[src/hdl/vwma_pkg.sv]
// Shared constants and types for the variable window moving average.
// No dependencies; imported by vwma_div and variable_window_moving_average_top.
package vwma_pkg;

  localparam int MaxSamples = 64;                       // ring depth
  localparam int SampleW    = 25;                       // sample / average width
  localparam int WinW       = 7;                        // window register width
  localparam int PtrW       = $clog2(MaxSamples);       // ring index width
  localparam int CntW       = $clog2(MaxSamples + 1);   // fill count / window width
  localparam int SumW       = SampleW + $clog2(MaxSamples);
  localparam int DivCntW    = $clog2(SumW + 1);

  localparam logic [WinW-1:0] WinReset = WinW'(8);

  typedef enum logic [2:0] {
    ST_IDLE,
    ST_READ,
    ST_START,
    ST_DIV,
    ST_DONE
  } vwma_state_e;

endpackage

[src/hdl/variable_window_moving_average_top.sv]
// Moving average over the last window_length samples (1..MaxSamples; zero acts as 1,
// larger values as MaxSamples). Once a sample is accepted, its average is built in
// steps: the sum update in ST_READ (the ring read rides on the accepting edge), the
// divider load in ST_START, SumW (31) steps of the bit-serial divider, which sets the
// rate, and a register stage for the average. The next sample is taken only once the
// block is back in ST_IDLE, after the average is loaded into the output register. One
// sample is in work at a time; a finished average waits in the output register while
// the next sample is taken. Writing window_length clears the window, count and sum.
// Depends on vwma_pkg and vwma_div.
module variable_window_moving_average_top import vwma_pkg::*; (
  input  logic                      clk_i,
  input  logic                      rst_ni,
  input  logic signed [SampleW-1:0] sample_i,
  input  logic                      sample_valid_i,
  output logic                      sample_stall_o,
  output logic signed [SampleW-1:0] average_o,
  output logic                      average_valid_o,
  input  logic                      average_stall_i,
  input  logic        [WinW-1:0]    window_length_i,
  input  logic                      cfg_valid_i,
  output logic                      cfg_ready_o
);

  vwma_state_e state_q, state_d;

  logic        [WinW-1:0]    win_q;
  logic        [PtrW-1:0]    old_ptr_q, old_ptr_d;
  logic        [PtrW-1:0]    wr_ptr_q, wr_ptr_d;
  logic        [CntW-1:0]    fill_q, fill_d;
  logic signed [SumW-1:0]    sum_q, sum_d;
  logic signed [SampleW-1:0] sample_q;
  logic signed [SampleW-1:0] rd_data_q;
  logic signed [SampleW-1:0] avg_q;
  logic                      out_valid_q;

  logic signed [SampleW-1:0] ring_mem [MaxSamples];

  logic [CntW-1:0] win_eff;
  logic [PtrW-1:0] old_eff, wr_eff;
  logic [CntW-1:0] fill_eff;
  logic            full;
  logic            cfg_wr, in_req, out_take, out_free;
  logic            div_start, div_done, load_out;
  logic signed [SumW-1:0] div_quot;

  // effective window and guarded state
  always_comb begin
    if (win_q == '0) begin
      win_eff = CntW'(1);
    end else if (int'(win_q) > MaxSamples) begin
      win_eff = CntW'(MaxSamples);
    end else begin
      win_eff = CntW'(win_q);
    end
  end

  assign old_eff  = (CntW'(old_ptr_q) >= win_eff) ? '0 : old_ptr_q;
  assign wr_eff   = (CntW'(wr_ptr_q) >= win_eff) ? '0 : wr_ptr_q;
  assign fill_eff = (fill_q > win_eff) ? win_eff : fill_q;
  assign full     = fill_eff == win_eff;

  assign cfg_wr   = cfg_valid_i && cfg_ready_o;
  assign in_req   = sample_valid_i && !sample_stall_o;
  assign out_take = out_valid_q && !average_stall_i;
  assign out_free = !out_valid_q || !average_stall_i;

  // next state
  always_comb begin
    state_d = state_q;
    case (state_q)
      ST_IDLE:  if (in_req) state_d = ST_READ;
      ST_READ:  state_d = ST_START;
      ST_START: state_d = ST_DIV;
      ST_DIV:   if (div_done) state_d = out_free ? ST_IDLE : ST_DONE;
      ST_DONE:  if (out_free) state_d = ST_IDLE;
      default:  state_d = ST_IDLE;
    endcase
  end

  // control outputs
  always_comb begin
    sample_stall_o = 1'b1;
    cfg_ready_o    = 1'b0;
    div_start      = 1'b0;
    load_out       = 1'b0;
    case (state_q)
      ST_IDLE: begin
        cfg_ready_o    = 1'b1;
        sample_stall_o = cfg_valid_i;
      end
      ST_START: div_start = 1'b1;
      ST_DIV:   load_out  = div_done && out_free;
      ST_DONE:  load_out  = out_free;
      default: ;
    endcase
  end

  // running state update once the oldest sample is back from the ring
  always_comb begin
    old_ptr_d = old_ptr_q;
    wr_ptr_d  = wr_ptr_q;
    fill_d    = fill_q;
    sum_d     = sum_q;
    if (state_q == ST_READ) begin
      if (full) begin
        old_ptr_d = (CntW'(old_eff) + CntW'(1) == win_eff) ? '0 : old_eff + PtrW'(1);
        fill_d    = fill_eff;
        sum_d     = sum_q - SumW'(rd_data_q) + SumW'(sample_q);
      end else begin
        old_ptr_d = old_eff;
        fill_d    = fill_eff + CntW'(1);
        sum_d     = sum_q + SumW'(sample_q);
      end
      wr_ptr_d = (CntW'(wr_eff) + CntW'(1) == win_eff) ? '0 : wr_eff + PtrW'(1);
    end
  end

  always_ff @(posedge clk_i or negedge rst_ni) begin
    if (!rst_ni) begin
      state_q     <= ST_IDLE;
      win_q       <= WinReset;
      old_ptr_q   <= '0;
      wr_ptr_q    <= '0;
      fill_q      <= '0;
      sum_q       <= '0;
      out_valid_q <= 1'b0;
    end else begin
      state_q <= state_d;
      if (cfg_wr) begin
        win_q     <= window_length_i;
        old_ptr_q <= '0;
        wr_ptr_q  <= '0;
        fill_q    <= '0;
        sum_q     <= '0;
      end else begin
        old_ptr_q <= old_ptr_d;
        wr_ptr_q  <= wr_ptr_d;
        fill_q    <= fill_d;
        sum_q     <= sum_d;
      end
      if (load_out) begin
        out_valid_q <= 1'b1;
      end else if (out_take) begin
        out_valid_q <= 1'b0;
      end
    end
  end

  always_ff @(posedge clk_i) begin
    if (in_req) begin
      sample_q <= sample_i;
    end
    if (load_out) begin
      avg_q <= div_quot[SampleW-1:0];
    end
  end

  // sample ring: read oldest on request, write new sample in the following cycle (ST_READ)
  always_ff @(posedge clk_i) begin
    if (in_req) begin
      rd_data_q <= ring_mem[old_eff];
    end
    if (state_q == ST_READ) begin
      ring_mem[wr_eff] <= sample_q;
    end
  end

  vwma_div u_div (
    .clk_i      (clk_i),
    .rst_ni     (rst_ni),
    .start_i    (div_start),
    .dividend_i (sum_q),
    .divisor_i  (fill_q),
    .done_o     (div_done),
    .quot_o     (div_quot)
  );

  assign average_o       = avg_q;
  assign average_valid_o = out_valid_q;

endmodule

[src/hdl/vwma_div.sv]
// Bit-serial signed divider: sum / count, truncated toward zero.
// One quotient bit per cycle. Uses vwma_pkg.
module vwma_div import vwma_pkg::*; (
  input  logic                   clk_i,
  input  logic                   rst_ni,
  input  logic                   start_i,
  input  logic signed [SumW-1:0] dividend_i,
  input  logic        [CntW-1:0] divisor_i,
  output logic                   done_o,
  output logic signed [SumW-1:0] quot_o
);

  logic               busy_q, busy_d;
  logic               done_q, done_d;
  logic [DivCntW-1:0] cnt_q, cnt_d;
  logic [SumW-1:0]    dvd_q, dvd_d;
  logic [CntW:0]      rem_q, rem_d;
  logic [CntW-1:0]    dvs_q, dvs_d;
  logic               neg_q, neg_d;

  logic [CntW:0]      rem_sh;
  logic               ge;
  logic [SumW-1:0]    mag;

  assign mag    = dividend_i[SumW-1] ? SumW'(-dividend_i) : SumW'(dividend_i);
  assign rem_sh = {rem_q[CntW-1:0], dvd_q[SumW-1]};
  assign ge     = rem_sh >= {1'b0, dvs_q};

  always_comb begin
    busy_d = busy_q;
    done_d = 1'b0;
    cnt_d  = cnt_q;
    dvd_d  = dvd_q;
    rem_d  = rem_q;
    dvs_d  = dvs_q;
    neg_d  = neg_q;
    if (start_i) begin
      busy_d = 1'b1;
      cnt_d  = DivCntW'(SumW);
      dvd_d  = mag;
      rem_d  = '0;
      dvs_d  = divisor_i;
      neg_d  = dividend_i[SumW-1];
    end else if (busy_q) begin
      rem_d = ge ? rem_sh - {1'b0, dvs_q} : rem_sh;
      dvd_d = {dvd_q[SumW-2:0], ge};
      cnt_d = cnt_q - DivCntW'(1);
      if (cnt_q == DivCntW'(1)) begin
        busy_d = 1'b0;
        done_d = 1'b1;
      end
    end
  end

  always_ff @(posedge clk_i or negedge rst_ni) begin
    if (!rst_ni) begin
      busy_q <= 1'b0;
      done_q <= 1'b0;
      cnt_q  <= '0;
    end else begin
      busy_q <= busy_d;
      done_q <= done_d;
      cnt_q  <= cnt_d;
    end
  end

  always_ff @(posedge clk_i) begin
    dvd_q <= dvd_d;
    rem_q <= rem_d;
    dvs_q <= dvs_d;
    neg_q <= neg_d;
  end

  // magnitude quotient, sign restored
  assign done_o = done_q;
  assign quot_o = neg_q ? signed'(-dvd_q) : signed'(dvd_q);

endmodule
[config.mk]
export PLATFORM = sky130hd
export DESIGN_NAME = variable_window_moving_average_top
export DESIGN_NICKNAME = d
export VERILOG_FILES = /design/src/hdl/vwma_pkg.sv /design/src/hdl/variable_window_moving_average_top.sv /design/src/hdl/vwma_div.sv
export SDC_FILE = /design/constraint.sdc
export NUM_CORES = 2
export LEC_CHECK = 0
export BUFFER_PORTS_ARGS = -buffer_cell sky130_fd_sc_hd__buf_2
export CAP_MARGIN = 30
export CORE_UTILIZATION = 40
export DETAILED_ROUTE_END_ITERATION = 16
export PLACE_DENSITY_LB_ADDON = 0.25
export SLEW_MARGIN = 20
export SYNTH_ARGS = -nofsm -noshare
export SYNTH_HDL_FRONTEND = slang
export SYNTH_SLANG_ARGS = --single-unit
[constraint.sdc]
create_clock -name clk_i -period 9.1 [get_ports clk_i]
set_input_delay 1.365 -clock clk_i [delete_from_list [all_inputs] [get_ports clk_i]]
set_output_delay 1.365 -clock clk_i [all_outputs]
set_load 0.1 [all_outputs]
; Word-level counts from Yosys, hierarchy flattened
; Memory sizes are Yosys's and may differ from the RTL's. A register that Yosys moved wholly into a read port is not among the register bits.
; Index checks and enable logic that the tools add are counted.
[totals]
in_bits = 37
reg_bits = 164
ramBits = 1600
n_memories = 1
output_inout_bits = 28
elab_cells = 103
[mem_list]
columns = name, words, word_bits, read_ports, rd_clocked_by_memory_dff, wr, line_no
row1 = ring_mem, 64, 25, 1, 1, 1, variable_window_moving_average_top.sv:36  ; logic signed [SampleW-1:0] ring_mem [MaxSamples];
[op_classes]
n_reduce_logical = 14
mux = 44
add_sub_neg = 12
eq_ne = 11
order_cmp = 5
[ops]
columns = operator, count
row1 = $mux 31, 6
row2 = $add 31x25->31, 2
row3 = $mux 6, 9
row4 = $mux 7, 7
row5 = $neg 31->31, 1
row6 = $sub 31x25->31, 1
row7 = $mux 25, 1
row8 = $neg 25->25, 1
row9 = $eq 7x7->1, 3
row10 = $pmux 3 s5, 1
row11 = $add 6x1->7 const B, 2
row12 = $ge 6x7->1, 2
row13 = $mux 1, 13
row14 = $add 6x1->6 const B, 2
row15 = $mux 3, 4
row16 = $mux 5, 2
row17 = $ge 8x7->1, 1
row18 = $add 7x1->7 const B, 1
row19 = $gt 7x7->1, 1
row20 = $gt 7x7->1 const B, 1
row21 = $logic_not 7->1, 1
row22 = $sub 7x7->7, 1
row23 = $eq 3x2->1 const B, 2
row24 = $reduce_bool 2->1, 3
row25 = other kinds (12), 18

; Logic depth before layout (Yosys ltp)
[depth]
word_depth = 11
mapped_depth = 26
mapped_depth_nobuf = 20

; Modules after synthesis
; A second synthesis with hierarchy kept.
[hier_totals]
hier_cells = 5632
area_unflattened_um2 = 77573.1
[modules_own_cells]
columns = mod, area_each_um2, n_inst, cells_per_inst, seq_area_each_um2
row1 = variable_window_moving_average_top, 73738.2, 1, 5216, 51826.0
row2 = vwma_div, 3834.9, 1, 416, 1486.4

; Worst setup path after synthesis
; Ideal clock, no wire load.
[synth_path]
path_type = register -> register
startpoint = reg old_ptr_q[0]
endpoint = reg old_ptr_q[5]
synth_period_minus_slack_ns = 4.852
n_path_buf = 8
setup_time_ns = 0.136
t_arrival_ns = 4.715
path_slack_ns = 4.248
stages_incl_launch_ff = 26
required_ns = 8.964
cell_sequence = dfrtp_1 buf_2 buf_1 inv_2 clkbuf_1 ha_1 nand2b_1 a21oi_1 o211ai_1 nand2_1 buf_2 nand2_1 inv_2 buf_2 buf_2 buf_1 ha_1 o41ai_1 o21ai_0 a31oi_1 and3_1 o311ai_1 and2_1 buf_2 a311oi_1 o22ai_1
[synth_via]
elab_chain_cells = 8
word_cells_on_any_way = 9
classes_between = add/sub: 2 / order compare: 1 / eq/ne: 1 / mux: 5
[synth_rtl]
columns = element, line_no
row1 = from (decl), variable_window_moving_average_top.sv:27  ; logic [PtrW-1:0] old_ptr_q, old_ptr_d;
row2 = from (signal assigned), variable_window_moving_average_top.sv:136  ; old_ptr_q <= old_ptr_d;
row3 = $ge 6x7->1, variable_window_moving_average_top.sv:57  ; assign old_eff = (CntW'(old_ptr_q) >= win_eff) ? '0 : old_ptr_q;
row4 = $mux 6 (*), variable_window_moving_average_top.sv:57
row5 = $add 6x1->7, variable_window_moving_average_top.sv:106  ; old_ptr_d = (CntW'(old_eff) + CntW'(1) == win_eff) ? '0 : old_eff + PtrW'(1);
row6 = $eq 7x7->1, variable_window_moving_average_top.sv:106
row7 = $mux 6, variable_window_moving_average_top.sv:106
row8 = $mux 6 (*), variable_window_moving_average_top.sv:105  ; if (full) begin
row9 = $mux 6 (*), variable_window_moving_average_top.sv:104  ; if (state_q == ST_READ) begin
row10 = $mux 6 (*), variable_window_moving_average_top.sv:129  ; if (cfg_wr) begin
; Every way passes the cells marked *; elsewhere a longest branch is shown, timed or not. The select of a mux whose other input is x is not followed.
; A chain may end at the register's enable or synchronous reset.

; Final worst setup path
[layout_path]
startpoint = reg win_q[6]
endpoint = reg rd_data_q[5], read port of ring_mem (data pin)
[layout_via]
elab_chain_cells = 5
word_cells_on_any_way = 6
classes_between = order compare: 2 / mux: 3 / reduce/logical: 1
[layout_rtl]
columns = element, line_no
row1 = from (decl), variable_window_moving_average_top.sv:26  ; logic [WinW-1:0] win_q;
row2 = from (signal assigned), variable_window_moving_average_top.sv:121  ; win_q <= WinReset;
row3 = from (signal assigned), variable_window_moving_average_top.sv:130  ; win_q <= window_length_i;
row4 = $gt 7x7->1, variable_window_moving_average_top.sv:50  ; end else if (int'(win_q) > MaxSamples) begin
row5 = $mux 7, variable_window_moving_average_top.sv:50
row6 = $mux 7 (*), variable_window_moving_average_top.sv:48  ; if (win_q == '0) begin
row7 = $ge 6x7->1 (*), variable_window_moving_average_top.sv:57
row8 = $mux 6 (*), variable_window_moving_average_top.sv:57
row9 = to (decl), variable_window_moving_average_top.sv:32  ; logic signed [SampleW-1:0] rd_data_q;
; Every way passes the cells marked *; elsewhere a longest branch is shown, timed or not.

==> results.toml <==
[status]
status = "finished clean"

[sta]
finalMaxSlewViolations = 0
rsz0062_at_grt = "false"
fin_crit_sh = 0.739
fmax_mhz = 149
skew_ps = 59.4
final.setup.worst_slack_ps = 2380
worst_slew_pin_slew_ps = 1130
fin_crit_ps = 6720
finalSetupViolCount = 0
slew_headroom = 0.244
hold_viol = 0
hold_slack_ps = 472
finalSetupTns_ps = 0

[synth]
synthArstFlopShare = 0.0380
synth_edf_count = 1714
synthCells = 5311
synth_ff_type = "edfxtp_1"
synth_area_mm2 = 0.0766
syn_nets = 5474
yosys_warnings = 0
avgSynthCellArea_um2 = 14.4
synth_cell_types = 94
synth.ff_latch_count = 1789
ys_seq_area_frac = 0.696

[place]
gp_congestion = 0.896
dpl_worst_slack_ps = 2590
dp_hpwl_um = 138000
place_area_mm2 = 0.0804
io_buffer_count = 64

[finish]
fill_cells = 16700
final_common_cell = "edfxtp_1"
layout_common_cells = "edfxtp_1 (1,714), nand2_1 (611), mux2i_1 (390)"
nets = 5589
drive_gt1_frac = 0.135
insertedDiodeCount = 0
post-route-cell-area_mm2 = 0.0865
syn_to_final_growth_pct = 12.9
postLayoutCoreUtil = 0.455

[worst_setup_path]
start_kind = "flip-flop"
reg2reg_slack_ps = 2380
r2r-start = "win_q[6]"
critical_path_class = "flip-flop to flip-flop"
startpoint = "win_q[6]"
r2r-end = "rd_data_q[5]"
cp-end-kind = "flip-flop"
arrival_ps = 7330
crit_path_end = "rd_data_q[5]"
reg2reg_depth = 16
critical_path_required_ps = 9710
critPathMaxFanout = 43

[cts]
clkTransAtPathRegs_ps = 60
post_cts_resized = 0
cts_tree = "built"
htreeDepth = 4
clkLatencyLatePin_ps = 860
hold_buffers = 0
ctsLongestPathBuffers = 3
cts_buffers = 187
clock-sinks = 1789
post-cts-setup-buffers = 0
cts-root-buf = "clkbuf_16"

[power_and_ir_drop]
intPower_mw = 15.3
p_sw_frac = 0.313
pwr-share-comb = 0.236
p_leak_nw = 28.5
p_seq_frac = 0.426
switchingPower_mw = 6.97
p_clk_frac = 0.338
irDropWorstVdd_mv = 0.178
p_per_area_mw_per_mm2 = 257

[floorplan]
rows = 160
die_y_um = 440
die_w_um = 440
die-area_mm2 = 0.193
initial_core_util = 0.403
core_area_mm2 = 0.190
io_pins = 65

[min_path]
hp-start = "u_div.rem_q[6]"
hold_path.class = "flip-flop to flip-flop"

[routing]
wirelength_um = 230000
ant_nets = 0
avgRoutedWirePerCell_um = 28.4
num_vias = 47000
viasPerCell = 5.80
first_pass_iters = 7
drc = 0
dr.first_iter.drc_count = 5473

[global_routing]
overflow = 0
grt_usage = 0.234
grt_pass1_wl_um = 326000
grt_max_degree = 112
first_global_vias = 44600
antenna_found_initial = 5

[run]
max_cap_violations = 0
[kinds of logic after synthesis]
| group | count (synthesis) | share of synthesized area |
|---|---|---|
| adder cells (fa/ha/maj) | 126 | 0.0237 |
| flip-flops | 1789 | 0.696 |
| AO/OA/AOI/OAI | 1052 | 0.0903 |
| XOR/XNOR | 129 | 0.0148 |
| buffers and inverters | 470 | 0.0246 |
| AND/OR/NAND/NOR | 1223 | 0.0728 |
| multiplexers | 522 | 0.0777 |
[final cells by class]
type	instances	area, um2	area share
Multi-Input combinational cell	3052	21700	0.251
Clock buffer	220	4820	0.0558
Inverter	164	627	0.00725
Sequential cell	1789	53300	0.617
Tap cell	2511	3140	0.0363
Clock inverter	128	1160	0.0134
Timing Repair Buffer	232	1710	0.0198
[cell usage after synthesis (9+ instances only)]
library cell	n	area share
a22oi_1	12	0.0012
buf_1	29	0.0014
buf_2	59	0.0039
a221oi_1	27	0.0031
xnor2_1	103	0.012
o211ai_1	14	0.0014
mux4_2	50	0.015
mux2_2	82	0.012
nor3_1	77	0.0050
nand2b_1	70	0.0057
fa_1	32	0.0084
nor2_1	152	0.0074
nand2_1	615	0.030
and3_1	9	0.00074
a31oi_1	115	0.0094
a221o_1	28	0.0037
a21o_1	47	0.0046
nor4_1	33	0.0027
a21oi_1	260	0.017
o221ai_1	28	0.0032
ha_1	94	0.015
a32o_1	26	0.0034
o21ai_1	15	0.00098
nor2b_1	62	0.0051
nand4_1	16	0.0013
o31ai_1	11	0.0011
o21ai_0	204	0.013
nand3_1	120	0.0078
mux2i_1	390	0.051
clkbuf_1	206	0.010
a211oi_1	62	0.0061
a311oi_1	51	0.0058
a211o_1	26	0.0030
o22ai_1	64	0.0052
dfrtp_1	67	0.022
or4_1	9	0.00088
edfxtp_1	1714	0.67
inv_1	156	0.0076
xor2_1	26	0.0030
or3_1	11	0.00090
buf_4	11	0.0011
and2_1	11	0.00090
[state kept, by name (all words and copies together) (netlist names)]
register         count
ring_mem          1600
sum_q               31
u_div.dvd_q         31
average_o           25
rd_data_q           25
sample_q            25
fill_q               7
u_div.dvs_q          7
u_div.rem_q          7
win_q                7
old_ptr_q            6
wr_ptr_q             6
u_div.cnt_q          5
state_q              3
average_valid_o      1
u_div.busy_q         1
u_div.done_o         1
u_div.neg_q          1
[per-stage QoR]
step / power, mW / std cells
after CTS: 22.3 / 8091
final: 22.2 / 8096
after global routing: 23.1 / 8096
after global placement: 14.8 / 7738
after floorplan: 13.2 / 5311
after detailed placement: 14.9 / 7743
[per-layer routing]
metal  part of all wire  vias to the layer above  GRT usage
met4              0.032                        6     0.0759
met2               0.46                     2041      0.365
met1               0.42                    24000      0.325
met3              0.089                      366     0.0507
met5            0.00018                        -          0
li1                   -                    20600          -
[power groups by stage]
| stage | combinational [mW] | sequential [mW] | clock (mW) |
|---|---|---|---|
| after floorplan | 3.64 | 9.55 | 0 |
| after global placement | 5.14 | 9.64 | 0 |
| after detailed placement | 5.21 | 9.64 | 0 |
| after CTS | 5.23 | 9.47 | 7.60 |
| after global routing | 5.69 | 9.50 | 7.90 |
| final | 5.26 | 9.47 | 7.51 |
[critical path: stages, from the launching register on]
cell	delay (ps)
dfrtp_1	610
inv_1	380
nand2_1	270
ha_1	380
a21o_1	120
a21oi_1	80
a21oi_1	500
nand2_4	560
nand2_4	690
inv_4	370
buf_4	300
nand2_1	80
buf_4	390
a221oi_1	110
a311oi_1	860
nor3_1	310
a32o_1	310
[worst min-delay path by stage]
stage                       to  slack (ps)  cells past startpoint
6_report        u_div.rem_q[6]         470                      2
5_1_grt              sum_q[26]         480                      1
4_1_cts        average_valid_o         450                      1
3_5_place_dp    u_div.rem_q[6]         470                      2
3_3_place_gp    u_div.rem_q[6]         460                      2
2_1_floorplan     average_o[0]         450                      0
Power figures use the tool's default switching activity.
